<file path="config.mk">
export PLATFORM = sky130hd
export DESIGN_NAME = ascii_motion_command_parser_unit_flat
export DESIGN_NICKNAME = d
export VERILOG_FILES = /design/src/rtl/amcp_pkg.sv /design/src/rtl/amcp_if.sv /design/src/rtl/amcp_ram.sv /design/src/rtl/amcp_ctrl.sv /design/src/rtl/amcp_dpath.sv /design/src/rtl/ascii_motion_command_parser_unit.sv /design/src/flat_wrapper.sv
export SDC_FILE = /design/constraint.sdc
export NUM_CORES = 2
export LEC_CHECK = 0
export BUFFER_PORTS_ARGS = -buffer_cell sky130_fd_sc_hd__buf_2
export CORE_MARGIN = 2
export CORE_UTILIZATION = 35
export DETAILED_ROUTE_END_ITERATION = 12
export SYNTH_ARGS = -nofsm -noshare
export SYNTH_HDL_FRONTEND = slang
export SYNTH_SLANG_ARGS = --single-unit
</file>
<file path="constraint.sdc">
create_clock -name clk -period 9.31 [get_ports clk]
set_input_delay 0.4655 -clock clk [delete_from_list [all_inputs] [get_ports clk]]
set_output_delay 0.4655 -clock clk [all_outputs]
set_load 0.005 [all_outputs]
</file>
<file path="src/rtl/amcp_pkg.sv">
`default_nettype none
package amcp_pkg;

	localparam int LINE_DEPTH = 64;
	localparam int AW = $clog2(LINE_DEPTH);
	localparam int CW = $clog2(LINE_DEPTH + 1);

	localparam logic [2:0] KIND_FORWARD = 3'd0;
	localparam logic [2:0] KIND_TURN    = 3'd1;
	localparam logic [2:0] KIND_STOP    = 3'd2;
	localparam logic [2:0] KIND_SPEED   = 3'd3;
	localparam logic [2:0] KIND_ANGLE   = 3'd4;
	localparam logic [2:0] KIND_OTHER   = 3'd5;
	localparam logic [2:0] KIND_NONE    = 3'd6;

	localparam logic [1:0] ST_ACK      = 2'd0;
	localparam logic [1:0] ST_BADNUM   = 2'd1;
	localparam logic [1:0] ST_UNKNOWN  = 2'd2;
	localparam logic [1:0] ST_OVERFLOW = 2'd3;

	localparam logic [1:0] REG_FWD_DEF  = 2'd0;
	localparam logic [1:0] REG_TURN_DEF = 2'd1;

	localparam logic [7:0] CH_LF    = 8'h0A;
	localparam logic [7:0] CH_A     = 8'h41;
	localparam logic [7:0] CH_Z     = 8'h5A;
	localparam logic [7:0] CH_EQ    = 8'h3D;
	localparam logic [7:0] CH_SPACE = 8'h20;
	localparam logic [7:0] CH_PLUS  = 8'h2B;
	localparam logic [7:0] CH_MINUS = 8'h2D;
	localparam logic [7:0] CH_DOT   = 8'h2E;
	localparam logic [7:0] CH_0     = 8'h30;
	localparam logic [7:0] CH_9     = 8'h39;

	localparam logic [95:0] PFX_FWD_SP  = 96'("FORWARD ");
	localparam logic [95:0] PFX_TURN_SP = 96'("TURN ");
	localparam logic [95:0] PFX_FWD     = 96'("FORWARD");
	localparam logic [95:0] PFX_STOP    = 96'("STOP");
	localparam logic [95:0] PFX_TURN    = 96'("TURN");
	localparam logic [95:0] PFX_SPEED   = 96'("SPEED=");
	localparam logic [95:0] PFX_ANGLE   = 96'({"ANGLE_", "SPEED="});

	localparam logic [3:0] LEN_FWD_SP  = 4'd8;
	localparam logic [3:0] LEN_TURN_SP = 4'd5;
	localparam logic [3:0] LEN_FWD     = 4'd7;
	localparam logic [3:0] LEN_STOP    = 4'd4;
	localparam logic [3:0] LEN_TURN    = 4'd4;
	localparam logic [3:0] LEN_SPEED   = 4'd6;
	localparam logic [3:0] LEN_ANGLE   = 4'd12;

	typedef struct packed {
		logic a_clr;
		logic a_step;
		logic b_init;
		logic b_step;
		logic c_step;
		logic load_res;
		logic load_ovf;
		logic [CW-1:0] idx;
		logic [CW-1:0] len;
	} dp_cmd_t;

	typedef struct packed {
		logic is_upper;
		logic is_lf;
		logic need_num;
		logic frac_go;
		logic [CW-1:0] num_start;
		logic [CW-1:0] frac_start;
	} dp_sts_t;

	// char at position idx of a prefix of length n still agrees (or lies past it)
	function automatic logic pfx_ok(input logic [95:0] s, input logic [3:0] n,
			input logic [CW-1:0] idx, input logic [7:0] c);
		logic [3:0] k;
		logic [95:0] sh;
		k = n - 4'd1 - idx[3:0];
		sh = s >> {k, 3'b000};
		return (idx >= CW'(n)) || (c == sh[7:0]);
	endfunction

endpackage
`default_nettype wire

</file>
<file path="src/rtl/amcp_if.sv">
`default_nettype none
interface amcp_rx_if;
	logic valid;
	logic ready;
	logic [7:0] rx_char;
	modport source (output valid, output rx_char, input ready);
	modport sink (input valid, input rx_char, output ready);
endinterface

interface amcp_ord_if;
	logic valid;
	logic ready;
	logic [2:0] order_kind;
	logic [1:0] status;
	logic signed [31:0] value;
	modport source (output valid, output order_kind, output status, output value, input ready);
	modport sink (input valid, input order_kind, input status, input value, output ready);
endinterface

interface amcp_cfg_if;
	logic valid;
	logic ready;
	logic [1:0] index;
	logic [31:0] data;
	modport source (output valid, output index, output data, input ready);
	modport sink (input valid, input index, input data, output ready);
endinterface
`default_nettype wire

</file>
<file path="src/rtl/amcp_ram.sv">
`default_nettype none
module amcp_ram #(
	parameter int WIDTH = 8,
	parameter int DEPTH = 64
) (
	input  wire                     clk,
	input  wire                     we,
	input  wire [$clog2(DEPTH)-1:0] waddr,
	input  wire [WIDTH-1:0]         wdata,
	input  wire                     re,
	input  wire [$clog2(DEPTH)-1:0] raddr,
	output logic [WIDTH-1:0]        rdata
);
	logic [WIDTH-1:0] mem_q [DEPTH];

	always_ff @(posedge clk) begin
		if (we) begin
			mem_q[waddr] <= wdata;
		end
		if (re) begin
			rdata <= mem_q[raddr];
		end
	end
endmodule
`default_nettype wire

</file>
<file path="src/rtl/amcp_ctrl.sv">
`default_nettype none
module amcp_ctrl (
	input  wire                       clk,
	input  wire                       arst_n,
	input  wire                       rx_valid,
	output logic                      rx_ready,
	output logic                      ord_valid,
	input  wire                       ord_ready,
	input  amcp_pkg::dp_sts_t         sts,
	output amcp_pkg::dp_cmd_t         cmd,
	output logic                      ram_we,
	output logic                      ram_re,
	output logic [amcp_pkg::AW-1:0]   ram_addr
);
	localparam logic [2:0] S_IDLE  = 3'd0;
	localparam logic [2:0] S_RECV  = 3'd1;
	localparam logic [2:0] S_SCANA = 3'd2;
	localparam logic [2:0] S_SCANB = 3'd3;
	localparam logic [2:0] S_SCANC = 3'd4;
	localparam logic [2:0] S_DONE  = 3'd5;

	localparam logic [amcp_pkg::CW-1:0] FULL = amcp_pkg::CW'(amcp_pkg::LINE_DEPTH - 1);

	logic [2:0] state_q, state_d;
	logic [amcp_pkg::CW-1:0] fill_q, fill_d, len_q, len_d, cnt_q, cnt_d, ridx_q, cnt_m1;
	logic rv_q, ov_q, ov_d, acc, issue;

	assign cnt_m1 = cnt_q - amcp_pkg::CW'(1);

	always_comb begin
		rx_ready = (state_q == S_IDLE || state_q == S_RECV) && (!ov_q || ord_ready);
		acc = rx_valid && rx_ready;
		state_d = state_q;
		fill_d = fill_q;
		len_d = len_q;
		cnt_d = cnt_q;
		cmd = '0;
		cmd.idx = ridx_q;
		cmd.len = len_q;
		ram_we = 1'b0;
		issue = 1'b0;
		ram_addr = cnt_q[amcp_pkg::AW-1:0];

		case (state_q)
			S_IDLE: begin
				ram_addr = fill_q[amcp_pkg::AW-1:0];
				if (acc && sts.is_upper) begin
					ram_we = 1'b1;
					fill_d = amcp_pkg::CW'(1);
					state_d = S_RECV;
				end
			end
			S_RECV: begin
				ram_addr = fill_q[amcp_pkg::AW-1:0];
				if (acc) begin
					if (fill_q >= FULL) begin
						cmd.load_ovf = 1'b1;
						fill_d = '0;
						state_d = S_IDLE;
					end else if (sts.is_lf) begin
						cmd.a_clr = 1'b1;
						len_d = fill_q;
						fill_d = '0;
						cnt_d = '0;
						state_d = S_SCANA;
					end else begin
						ram_we = 1'b1;
						fill_d = fill_q + amcp_pkg::CW'(1);
					end
				end
			end
			S_SCANA, S_SCANB: begin
				issue = cnt_q < len_q;
				if (issue) begin
					cnt_d = cnt_q + amcp_pkg::CW'(1);
				end
				cmd.a_step = rv_q && state_q == S_SCANA;
				cmd.b_step = rv_q && state_q == S_SCANB;
				if (!issue && !rv_q) begin
					if (state_q == S_SCANA) begin
						if (sts.need_num) begin
							cmd.b_init = 1'b1;
							cnt_d = sts.num_start;
							state_d = S_SCANB;
						end else begin
							state_d = S_DONE;
						end
					end else if (sts.frac_go) begin
						cnt_d = len_q;
						state_d = S_SCANC;
					end else begin
						state_d = S_DONE;
					end
				end
			end
			S_SCANC: begin
				// walk the fraction digits from the last one back to the point
				ram_addr = cnt_m1[amcp_pkg::AW-1:0];
				issue = cnt_q > sts.frac_start;
				if (issue) begin
					cnt_d = cnt_m1;
				end
				cmd.c_step = rv_q;
				if (!issue && !rv_q) begin
					state_d = S_DONE;
				end
			end
			S_DONE: begin
				if (!ov_q || ord_ready) begin
					cmd.load_res = 1'b1;
					state_d = S_IDLE;
				end
			end
			default: begin
				state_d = S_IDLE;
			end
		endcase

		ram_re = issue;
		if (cmd.load_res || cmd.load_ovf) begin
			ov_d = 1'b1;
		end else if (ord_ready) begin
			ov_d = 1'b0;
		end else begin
			ov_d = ov_q;
		end
	end

	assign ord_valid = ov_q;

	always_ff @(posedge clk or negedge arst_n) begin
		if (!arst_n) begin
			state_q <= S_IDLE;
			fill_q <= '0;
			len_q <= '0;
			cnt_q <= '0;
			ridx_q <= '0;
			rv_q <= 1'b0;
			ov_q <= 1'b0;
		end else begin
			state_q <= state_d;
			fill_q <= fill_d;
			len_q <= len_d;
			cnt_q <= cnt_d;
			ridx_q <= cnt_q;
			rv_q <= issue;
			ov_q <= ov_d;
		end
	end
endmodule
`default_nettype wire

</file>
<file path="src/rtl/amcp_dpath.sv">
`default_nettype none
module amcp_dpath (
	input  wire                  clk,
	input  wire                  arst_n,
	input  wire [7:0]            rx_char,
	input  wire [7:0]            rd_char,
	input  wire                  cfg_we,
	input  wire [1:0]            cfg_index,
	input  wire [31:0]           cfg_data,
	input  amcp_pkg::dp_cmd_t    cmd,
	output amcp_pkg::dp_sts_t    sts,
	output logic [2:0]           order_kind,
	output logic [1:0]           status,
	output logic signed [31:0]   value
);
	localparam logic [2:0] PH_SP   = 3'd0;
	localparam logic [2:0] PH_WS   = 3'd1;
	localparam logic [2:0] PH_INT  = 3'd2;
	localparam logic [2:0] PH_FRAC = 3'd3;
	localparam logic [2:0] PH_BAD  = 3'd4;

	localparam logic [20:0] RECIP10 = 21'd1677722;

	logic [31:0] fwd_def_q, turn_def_q;
	logic m_fsp_q, m_tsp_q, m_f_q, m_stop_q, m_t_q, m_spd_q, m_ang_q, has_eq_q;
	logic h_fsp, h_tsp, h_f, h_stop, h_t, h_spd, h_ang;
	logic [2:0] ph_q, ph_eff, ph_d;
	logic neg_q, nd_q, any_q;
	logic [16:0] ip_q;
	logic [19:0] ip_x10;
	logic [15:0] fb_q;
	logic [amcp_pkg::CW-1:0] fs_q;
	logic is_dig, is_ws;
	logic [3:0] dig;
	logic [19:0] cx;
	logic [40:0] cprod;
	logic [32:0] mag;
	logic [31:0] num_val;
	logic [1:0] num_st;
	logic [2:0] res_kind;
	logic [1:0] res_st;
	logic [31:0] res_val;

	// a prefix counts only when the line is at least as long
	assign h_fsp  = m_fsp_q  && cmd.len >= amcp_pkg::CW'(amcp_pkg::LEN_FWD_SP);
	assign h_tsp  = m_tsp_q  && cmd.len >= amcp_pkg::CW'(amcp_pkg::LEN_TURN_SP);
	assign h_f    = m_f_q    && cmd.len >= amcp_pkg::CW'(amcp_pkg::LEN_FWD);
	assign h_stop = m_stop_q && cmd.len >= amcp_pkg::CW'(amcp_pkg::LEN_STOP);
	assign h_t    = m_t_q    && cmd.len >= amcp_pkg::CW'(amcp_pkg::LEN_TURN);
	assign h_spd  = m_spd_q  && cmd.len >= amcp_pkg::CW'(amcp_pkg::LEN_SPEED);
	assign h_ang  = m_ang_q  && cmd.len >= amcp_pkg::CW'(amcp_pkg::LEN_ANGLE);

	always_comb begin
		sts.is_upper = rx_char >= amcp_pkg::CH_A && rx_char <= amcp_pkg::CH_Z;
		sts.is_lf = rx_char == amcp_pkg::CH_LF;
		sts.frac_go = ph_q == PH_FRAC;
		sts.frac_start = fs_q;
		sts.need_num = 1'b1;
		sts.num_start = amcp_pkg::CW'(amcp_pkg::LEN_FWD_SP);
		if (h_fsp) begin
			sts.num_start = amcp_pkg::CW'(amcp_pkg::LEN_FWD_SP);
		end else if (h_tsp) begin
			sts.num_start = amcp_pkg::CW'(amcp_pkg::LEN_TURN);
		end else if (h_f || h_stop || h_t) begin
			sts.need_num = 1'b0;
		end else if (h_spd) begin
			sts.num_start = amcp_pkg::CW'(amcp_pkg::LEN_SPEED);
		end else if (h_ang) begin
			sts.num_start = amcp_pkg::CW'(amcp_pkg::LEN_ANGLE);
		end else begin
			sts.need_num = 1'b0;
		end
	end

	assign is_dig = rd_char >= amcp_pkg::CH_0 && rd_char <= amcp_pkg::CH_9;
	assign is_ws = rd_char == amcp_pkg::CH_SPACE || (rd_char >= 8'h09 && rd_char <= 8'h0D);
	assign dig = 4'(rd_char - amcp_pkg::CH_0);
	assign ip_x10 = {ip_q, 3'b000} + {2'b00, ip_q, 1'b0} + 20'(dig);

	always_comb begin
		ph_eff = (ph_q == PH_SP && rd_char != amcp_pkg::CH_SPACE) ? PH_WS : ph_q;
		ph_d = ph_eff;
		case (ph_eff)
			PH_SP: ph_d = PH_SP;
			PH_WS: begin
				if (is_ws) begin
					ph_d = PH_WS;
				end else if (rd_char == amcp_pkg::CH_PLUS || rd_char == amcp_pkg::CH_MINUS
						|| is_dig) begin
					ph_d = PH_INT;
				end else if (rd_char == amcp_pkg::CH_DOT) begin
					ph_d = PH_FRAC;
				end else begin
					ph_d = PH_BAD;
				end
			end
			PH_INT: begin
				if (is_dig) begin
					ph_d = PH_INT;
				end else if (rd_char == amcp_pkg::CH_DOT) begin
					ph_d = PH_FRAC;
				end else begin
					ph_d = PH_BAD;
				end
			end
			PH_FRAC: ph_d = is_dig ? PH_FRAC : PH_BAD;
			PH_BAD: ph_d = PH_BAD;
			default: ph_d = PH_BAD;
		endcase
	end

	// fb = floor((65536*d + fb) / 10), the quotient by reciprocal multiply
	assign cx = {dig, 16'h0000} + 20'(fb_q);
	assign cprod = 41'(cx) * 41'(RECIP10);

	always_comb begin
		mag = {ip_q, 16'h0000} + 33'(fb_q);
		if (neg_q) begin
			num_val = (mag > 33'h080000000) ? 32'h80000000 : 32'(33'd0 - mag);
		end else begin
			num_val = (mag > 33'h07FFFFFFF) ? 32'h7FFFFFFF : mag[31:0];
		end
		if (!any_q || ph_q == PH_SP) begin
			num_st = amcp_pkg::ST_ACK;
			num_val = '0;
		end else if (ph_q == PH_BAD || !nd_q) begin
			num_st = amcp_pkg::ST_BADNUM;
			num_val = '0;
		end else begin
			num_st = amcp_pkg::ST_ACK;
		end

		res_val = '0;
		res_st = amcp_pkg::ST_ACK;
		if (h_fsp) begin
			res_kind = amcp_pkg::KIND_FORWARD;
			res_st = num_st;
			res_val = num_val;
		end else if (h_tsp) begin
			res_kind = amcp_pkg::KIND_TURN;
			res_st = num_st;
			res_val = num_val;
		end else if (h_f) begin
			res_kind = amcp_pkg::KIND_FORWARD;
			res_val = fwd_def_q;
		end else if (h_stop) begin
			res_kind = amcp_pkg::KIND_STOP;
		end else if (h_t) begin
			res_kind = amcp_pkg::KIND_TURN;
			res_val = turn_def_q;
		end else if (h_spd) begin
			res_kind = amcp_pkg::KIND_SPEED;
			res_st = num_st;
			res_val = num_val;
		end else if (h_ang) begin
			res_kind = amcp_pkg::KIND_ANGLE;
			res_st = num_st;
			res_val = num_val;
		end else if (has_eq_q) begin
			res_kind = amcp_pkg::KIND_OTHER;
		end else begin
			res_kind = amcp_pkg::KIND_NONE;
			res_st = amcp_pkg::ST_UNKNOWN;
		end
	end

	always_ff @(posedge clk or negedge arst_n) begin
		if (!arst_n) begin
			fwd_def_q <= 32'h00010000;
			turn_def_q <= 32'h00010000;
		end else if (cfg_we) begin
			if (cfg_index == amcp_pkg::REG_FWD_DEF) begin
				fwd_def_q <= cfg_data;
			end else if (cfg_index == amcp_pkg::REG_TURN_DEF) begin
				turn_def_q <= cfg_data;
			end
		end
	end

	always_ff @(posedge clk) begin
		if (cmd.a_clr) begin
			{m_fsp_q, m_tsp_q, m_f_q, m_stop_q, m_t_q, m_spd_q, m_ang_q} <= '1;
			has_eq_q <= 1'b0;
		end else if (cmd.a_step) begin
			m_fsp_q  <= m_fsp_q  && amcp_pkg::pfx_ok(amcp_pkg::PFX_FWD_SP,
					amcp_pkg::LEN_FWD_SP, cmd.idx, rd_char);
			m_tsp_q  <= m_tsp_q  && amcp_pkg::pfx_ok(amcp_pkg::PFX_TURN_SP,
					amcp_pkg::LEN_TURN_SP, cmd.idx, rd_char);
			m_f_q    <= m_f_q    && amcp_pkg::pfx_ok(amcp_pkg::PFX_FWD,
					amcp_pkg::LEN_FWD, cmd.idx, rd_char);
			m_stop_q <= m_stop_q && amcp_pkg::pfx_ok(amcp_pkg::PFX_STOP,
					amcp_pkg::LEN_STOP, cmd.idx, rd_char);
			m_t_q    <= m_t_q    && amcp_pkg::pfx_ok(amcp_pkg::PFX_TURN,
					amcp_pkg::LEN_TURN, cmd.idx, rd_char);
			m_spd_q  <= m_spd_q  && amcp_pkg::pfx_ok(amcp_pkg::PFX_SPEED,
					amcp_pkg::LEN_SPEED, cmd.idx, rd_char);
			m_ang_q  <= m_ang_q  && amcp_pkg::pfx_ok(amcp_pkg::PFX_ANGLE,
					amcp_pkg::LEN_ANGLE, cmd.idx, rd_char);
			has_eq_q <= has_eq_q || rd_char == amcp_pkg::CH_EQ;
		end

		if (cmd.b_init) begin
			ph_q <= h_tsp ? PH_SP : PH_WS;
			neg_q <= 1'b0;
			nd_q <= 1'b0;
			any_q <= 1'b0;
			ip_q <= '0;
			fb_q <= '0;
			fs_q <= '0;
		end else if (cmd.b_step) begin
			ph_q <= ph_d;
			any_q <= 1'b1;
			if (ph_eff == PH_WS && rd_char == amcp_pkg::CH_MINUS) begin
				neg_q <= 1'b1;
			end
			if (is_dig && (ph_eff == PH_WS || ph_eff == PH_INT)) begin
				nd_q <= 1'b1;
				ip_q <= (ip_x10 > 20'd65536) ? 17'd65536 : ip_x10[16:0];
			end
			if (is_dig && ph_eff == PH_FRAC) begin
				nd_q <= 1'b1;
			end
			if (ph_d == PH_FRAC && ph_eff != PH_FRAC) begin
				fs_q <= cmd.idx + amcp_pkg::CW'(1);
			end
		end else if (cmd.c_step) begin
			fb_q <= cprod[39:24];
		end

		if (cmd.load_ovf) begin
			order_kind <= amcp_pkg::KIND_NONE;
			status <= amcp_pkg::ST_OVERFLOW;
			value <= '0;
		end else if (cmd.load_res) begin
			order_kind <= res_kind;
			status <= res_st;
			value <= res_val;
		end
	end
endmodule
`default_nettype wire

</file>
<file path="src/rtl/ascii_motion_command_parser_unit.sv">
// Receive: one character per cycle while idle or collecting a line; input stalls during the
// decode and while a finished result waits with ord.ready low.
// Decode: after the newline the single line RAM read port is walked over the line for the prefix,
// then over the numeric tail, then back over the fraction digits, and the result is registered.
// An overflow result shows right after the beat of the overflowing char.
// Reset (arst_n low) returns to idle with no result pending; both defaults read 1.0 (Q16.16).
`default_nettype none
module ascii_motion_command_parser_unit (
	input wire        clk,
	input wire        arst_n,
	amcp_rx_if.sink   rx,
	amcp_ord_if.source ord,
	amcp_cfg_if.sink  cfg
);
	amcp_pkg::dp_cmd_t cmd;
	amcp_pkg::dp_sts_t sts;
	logic ram_we, ram_re;
	logic [amcp_pkg::AW-1:0] ram_addr;
	logic [7:0] rd_char;

	assign cfg.ready = 1'b1;

	amcp_ctrl u_ctrl (
		.clk       (clk),
		.arst_n    (arst_n),
		.rx_valid  (rx.valid),
		.rx_ready  (rx.ready),
		.ord_valid (ord.valid),
		.ord_ready (ord.ready),
		.sts       (sts),
		.cmd       (cmd),
		.ram_we    (ram_we),
		.ram_re    (ram_re),
		.ram_addr  (ram_addr)
	);

	amcp_ram #(
		.WIDTH (8),
		.DEPTH (amcp_pkg::LINE_DEPTH)
	) u_line_ram (
		.clk   (clk),
		.we    (ram_we),
		.waddr (ram_addr),
		.wdata (rx.rx_char),
		.re    (ram_re),
		.raddr (ram_addr),
		.rdata (rd_char)
	);

	amcp_dpath u_dpath (
		.clk        (clk),
		.arst_n     (arst_n),
		.rx_char    (rx.rx_char),
		.rd_char    (rd_char),
		.cfg_we     (cfg.valid),
		.cfg_index  (cfg.index),
		.cfg_data   (cfg.data),
		.cmd        (cmd),
		.sts        (sts),
		.order_kind (ord.order_kind),
		.status     (ord.status),
		.value      (ord.value)
	);
endmodule
`default_nettype wire

</file>
<file path="src/flat_wrapper.sv">
// flat-port wrapper written by rule: the top's interface ports become plain ports
module ascii_motion_command_parser_unit_flat 
  (clk, arst_n, rx_valid, rx_rx_char, rx_ready, ord_valid, ord_order_kind, ord_status, ord_value, ord_ready, cfg_valid, cfg_index, cfg_data, cfg_ready);
  amcp_rx_if rx_i ();
  amcp_ord_if ord_i ();
  amcp_cfg_if cfg_i ();
  input wire clk;
  input wire arst_n;
  input wire logic [$bits(rx_i.valid)-1:0] rx_valid;
  input wire logic [$bits(rx_i.rx_char)-1:0] rx_rx_char;
  output wire logic [$bits(rx_i.ready)-1:0] rx_ready;
  output wire logic [$bits(ord_i.valid)-1:0] ord_valid;
  output wire logic [$bits(ord_i.order_kind)-1:0] ord_order_kind;
  output wire logic [$bits(ord_i.status)-1:0] ord_status;
  output wire logic [$bits(ord_i.value)-1:0] ord_value;
  input wire logic [$bits(ord_i.ready)-1:0] ord_ready;
  input wire logic [$bits(cfg_i.valid)-1:0] cfg_valid;
  input wire logic [$bits(cfg_i.index)-1:0] cfg_index;
  input wire logic [$bits(cfg_i.data)-1:0] cfg_data;
  output wire logic [$bits(cfg_i.ready)-1:0] cfg_ready;
  assign rx_i.valid = rx_valid;
  assign rx_i.rx_char = rx_rx_char;
  assign rx_ready = rx_i.ready;
  assign ord_valid = ord_i.valid;
  assign ord_order_kind = ord_i.order_kind;
  assign ord_status = ord_i.status;
  assign ord_value = ord_i.value;
  assign ord_i.ready = ord_ready;
  assign cfg_i.valid = cfg_valid;
  assign cfg_i.index = cfg_index;
  assign cfg_i.data = cfg_data;
  assign cfg_ready = cfg_i.ready;
  ascii_motion_command_parser_unit u_core (.clk(clk), .arst_n(arst_n), .rx(rx_i), .ord(ord_i), .cfg(cfg_i));
endmodule
</file>
==> key figures <==
Status
  – Outcome: finished clean

Route
  – Drt pass-1 iters: 6
  – Routed wire length: 112000 um
  – DRC: 0
  – Vias per cell: 5.54
  – Routed WL per cell: 22.6 um
  – Routed via count: 27.6k
  – Initial DRC Count: 2860
  – ANT nets after route: 0

Timing
  – Final setup fails: 0
  – Final Hold Fails: 0
  – Max Clk Rate: 139 MHz
  – Period Utilization, post-route: 77.0%
  – Max-slew headroom: 20.1%
  – Worst-Margin Slew: 1.19 ns
  – RSZ-0062 raised after global routing: false
  – Clk_skew: 0.0275 ns
  – Max Slew Vio Count: 0
  – Setup TNS: 0 ns
  – Post-layout min period: 7.17 ns

Synthesis
  – Sequential element share of the synthesized area: 50.0%
  – Cell variety after synth: 96
  – Syn Std Cell Area: 39800 um2
  – Synth Flop Type: edfxtp_1
  – Mean Syn Cell Area: 11.8 um2
  – Mapped Nets: 3840
  – Ys Warns: 0
  – Mapped Cells: 3376
  – Number of enable flip-flop cells after synthesis: 523
  – Ys async rst share: 13.7%
  – Synth Register Bits: 708

Place
  – Placed inst area: 41800 um2
  – Hpwl dp: 75700 um
  – Placed Cells incl. Taps: 4838
  – Port Buffers: 85
  – Final GP Congestion: 0.918

Layout
  – Fin nets: 3877
  – ANT cells: 0
  – Fillers: 10.8k
  – Register area: 19900 um2
  – Share of cells above drive strength 1: 12.6%
  – Post-route cell area: 44200 um2
  – Layout area overhead: 11.0%
  – Area of the multi-input gates: 18300 um2
  – Final std cells w/o fill: 4971

GRT
  – Largest net degree at the start of global routing: 105
  – GR peak layer: met2
  – Number of global-route vias before repair: 27.1k
  – Met3 Use GR: 2.78%
  – Met1 Track Usage GR: 25.9%
  – Met2 GRT Util: 31.1%
  – Initial antenna violation count: 2
  – GR Overflow Total: 0
  – Total GRT Usage: 19.0%
  – First-pass GRT wire length: 170000 um

Critical path
  – Crit path max-delay family: adder cells
  – Worst path bufs/invs: 5
  – Worst R2R Start: u_core.u_dpath.fb_q[5]
  – Reg2reg end: u_core.u_dpath.fb_q[11]
  – Reg-to-reg slack, setup: 2.14 ns
  – FF-to-FF path depth: 21
  – Crit-path slowest cell: dfxtp_1
  – Endpoint class of the critical path: register
  – Worst path cell trace: inv_1 -> ha_1 -> ha_1 -> inv_1 -> fa_1 -> inv_1 -> fa_1 -> fa_1 -> fa_1 -> inv_1 -> fa_1 -> inv_1 -> ha_1 -> nand2_1 -> or4_1 -> nor3_1 -> o211ai_1 -> a21boi_0 -> o21ai_0 -> mux2i_1 -> o311ai_0
  – Data required, critical path: 9.79 ns
  – CP max stage delay: 0.70 ns
  – WP data arrival: 7.65 ns
  – Crit start category: register
  – CP max FO: 8
  – Setup Crit Path Kind: reg -> reg

Die
  – Die height: 341 um
  – Ports: 87
  – DIE AREA: 116000 um2
  – Initial core utilization: 35.3%
  – # rows: 123
  – Die X: 341 um
  – Core area: 113000 um2

Clock network
  – Worst-path clk slew: 0.07 ns
  – Clk_lat worst skew: 0.63 ns
  – Setup Buffers After CTS: 0
  – CTS tree: done
  – CTS buffer count: 72
  – Max Root-Sink Buffers: 3
  – Root Driver: clkbuf_16
  – CTS resizes: 0
  – Htree depth: 3
  – Clock Sinks: 708

Hold path
  – Hold path cells: 2
  – HP Class: in -> reg
  – Hold Crit Start: cfg_data[9]
  – Worst hold endpoint: u_core.u_dpath.fwd_def_q[9]

Flow run
  – # Max-Cap Violations: 0
-- per-stage QoR --
stage	util [%]	worst slack (ns)	hold WS, ns
2_1_floorplan	-	3.16	0.170
3_3_place_gp	37.1	2.37	0.447
3_5_place_dp	37.1	2.26	0.458
4_1_cts	39.2	2.24	0.0490
5_1_grt	39.2	1.84	0.0689
6_report	39.2	2.14	0.0845
-- layout by cell type, fill, tap and decap left out, types with 51 or more instances in the layout --
master	Yosys	routed
o21ai_0	170	170
a21oi_1	194	191
mux2_2	96	96
dfxtp_1	88	88
fa_1	133	133
edfxtp_1	523	523
clkbuf_16	0	72
nor2_1	233	229
inv_1	238	238
nand3_1	55	55
ha_1	284	284
a22oi_1	61	61
dfrtp_1	95	95
nand2_1	246	246
nor3_1	55	51
buf_2	44	84
-- state kept, by name, summed over array words and instances (netlist names), 7 cells and up --
register and count:
u_core.u_line_ram.mem_q 512, u_core.u_dpath.value 32, u_core.u_dpath.fs_q 7, u_core.u_dpath.fb_q 16, u_core.u_dpath.turn_def_q 32, u_core.u_ctrl.fill_q 7
u_core.u_line_ram.rdata 8, u_core.u_dpath.fwd_def_q 32, u_core.u_ctrl.ridx_q 7, u_core.u_ctrl.len_q 7, u_core.u_dpath.ip_q 17, u_core.u_ctrl.cnt_q 7
-- repair_timing --
| action | CTS | global route |
|---|---|---|
| setup endpoints to repair | 0 | 0 |
| hold buffers | 1 | 0 |
| hold endpoints to repair | 34 | 0 |
-- final cells by class --
type,count,area share (%)
Clock buffer,92,4.34
Clock inverter,40,1.07
Inverter,243,2.06
Multi-Input combinational cell,2252,41.4
Sequential cell,708,45.0
Tap cell,1500,4.25
Timing Repair Buffer,136,1.87
-- per-layer routing --
layer / wire length, um / vias up
met5: 26 / -
met4: 3630 / 4
met3: 7400 / 191
met2: 53300 / 1016
met1: 48000 / 13800
li1: - / 12600
-- synth_stat cells, types with 33 or more instances --
cell | count | share of area [%]
a21o_1 | 35 | 0.66
a21oi_1 | 194 | 2.4
a221oi_1 | 49 | 1.1
a22oi_1 | 61 | 1.1
buf_2 | 44 | 0.55
clkbuf_1 | 90 | 0.85
dfrtp_1 | 95 | 6.0
dfxtp_1 | 88 | 4.4
edfxtp_1 | 523 | 39
fa_1 | 133 | 6.7
ha_1 | 284 | 8.9
inv_1 | 238 | 2.2
mux2_2 | 96 | 2.7
mux4_2 | 33 | 1.9
nand2_1 | 246 | 2.3
nand3_1 | 55 | 0.69
nor2_1 | 233 | 2.2
nor3_1 | 55 | 0.69
o21ai_0 | 170 | 2.1
o22ai_1 | 37 | 0.58
xnor2_1 | 42 | 0.92
xor2_1 | 34 | 0.75
-- how the worst max path moves through the flow --
stage	startpoint	end	slack (ns)	depth (start not counted)
2_1_floorplan	u_core.u_line_ram.rdata[1]	u_core.u_dpath.fb_q[11]	3.16	22
3_3_place_gp	u_core.u_dpath.fb_q[5]	u_core.u_dpath.fb_q[11]	2.37	21
3_5_place_dp	u_core.u_dpath.fb_q[5]	u_core.u_dpath.fb_q[11]	2.26	21
4_1_cts	u_core.u_dpath.fb_q[5]	u_core.u_dpath.fb_q[11]	2.24	21
5_1_grt	u_core.u_line_ram.rdata[0]	u_core.u_dpath.fb_q[11]	1.84	22
6_report	u_core.u_dpath.fb_q[5]	u_core.u_dpath.fb_q[11]	2.14	21
-- cells by family (layout without fill, tap and decap cells) --
family | after synthesis | in the layout | share of synthesized area (%)
other | 1 | 1 | 0.00942
DFF | 708 | 708 | 50.0
AOI/OAI and AO/OA | 808 | 808 | 13.6
xor gates and xnor gates | 76 | 76 | 1.67
adders and majority gates | 417 | 417 | 15.6
muxes | 166 | 166 | 5.55
buffers and inverters | 416 | 511 | 4.41
and+or+nand+nor | 784 | 784 | 9.16
Power is left out: the tool's default activity adds up to more than one toggle a clock period on the data nets, which glitch-free logic cannot reach.
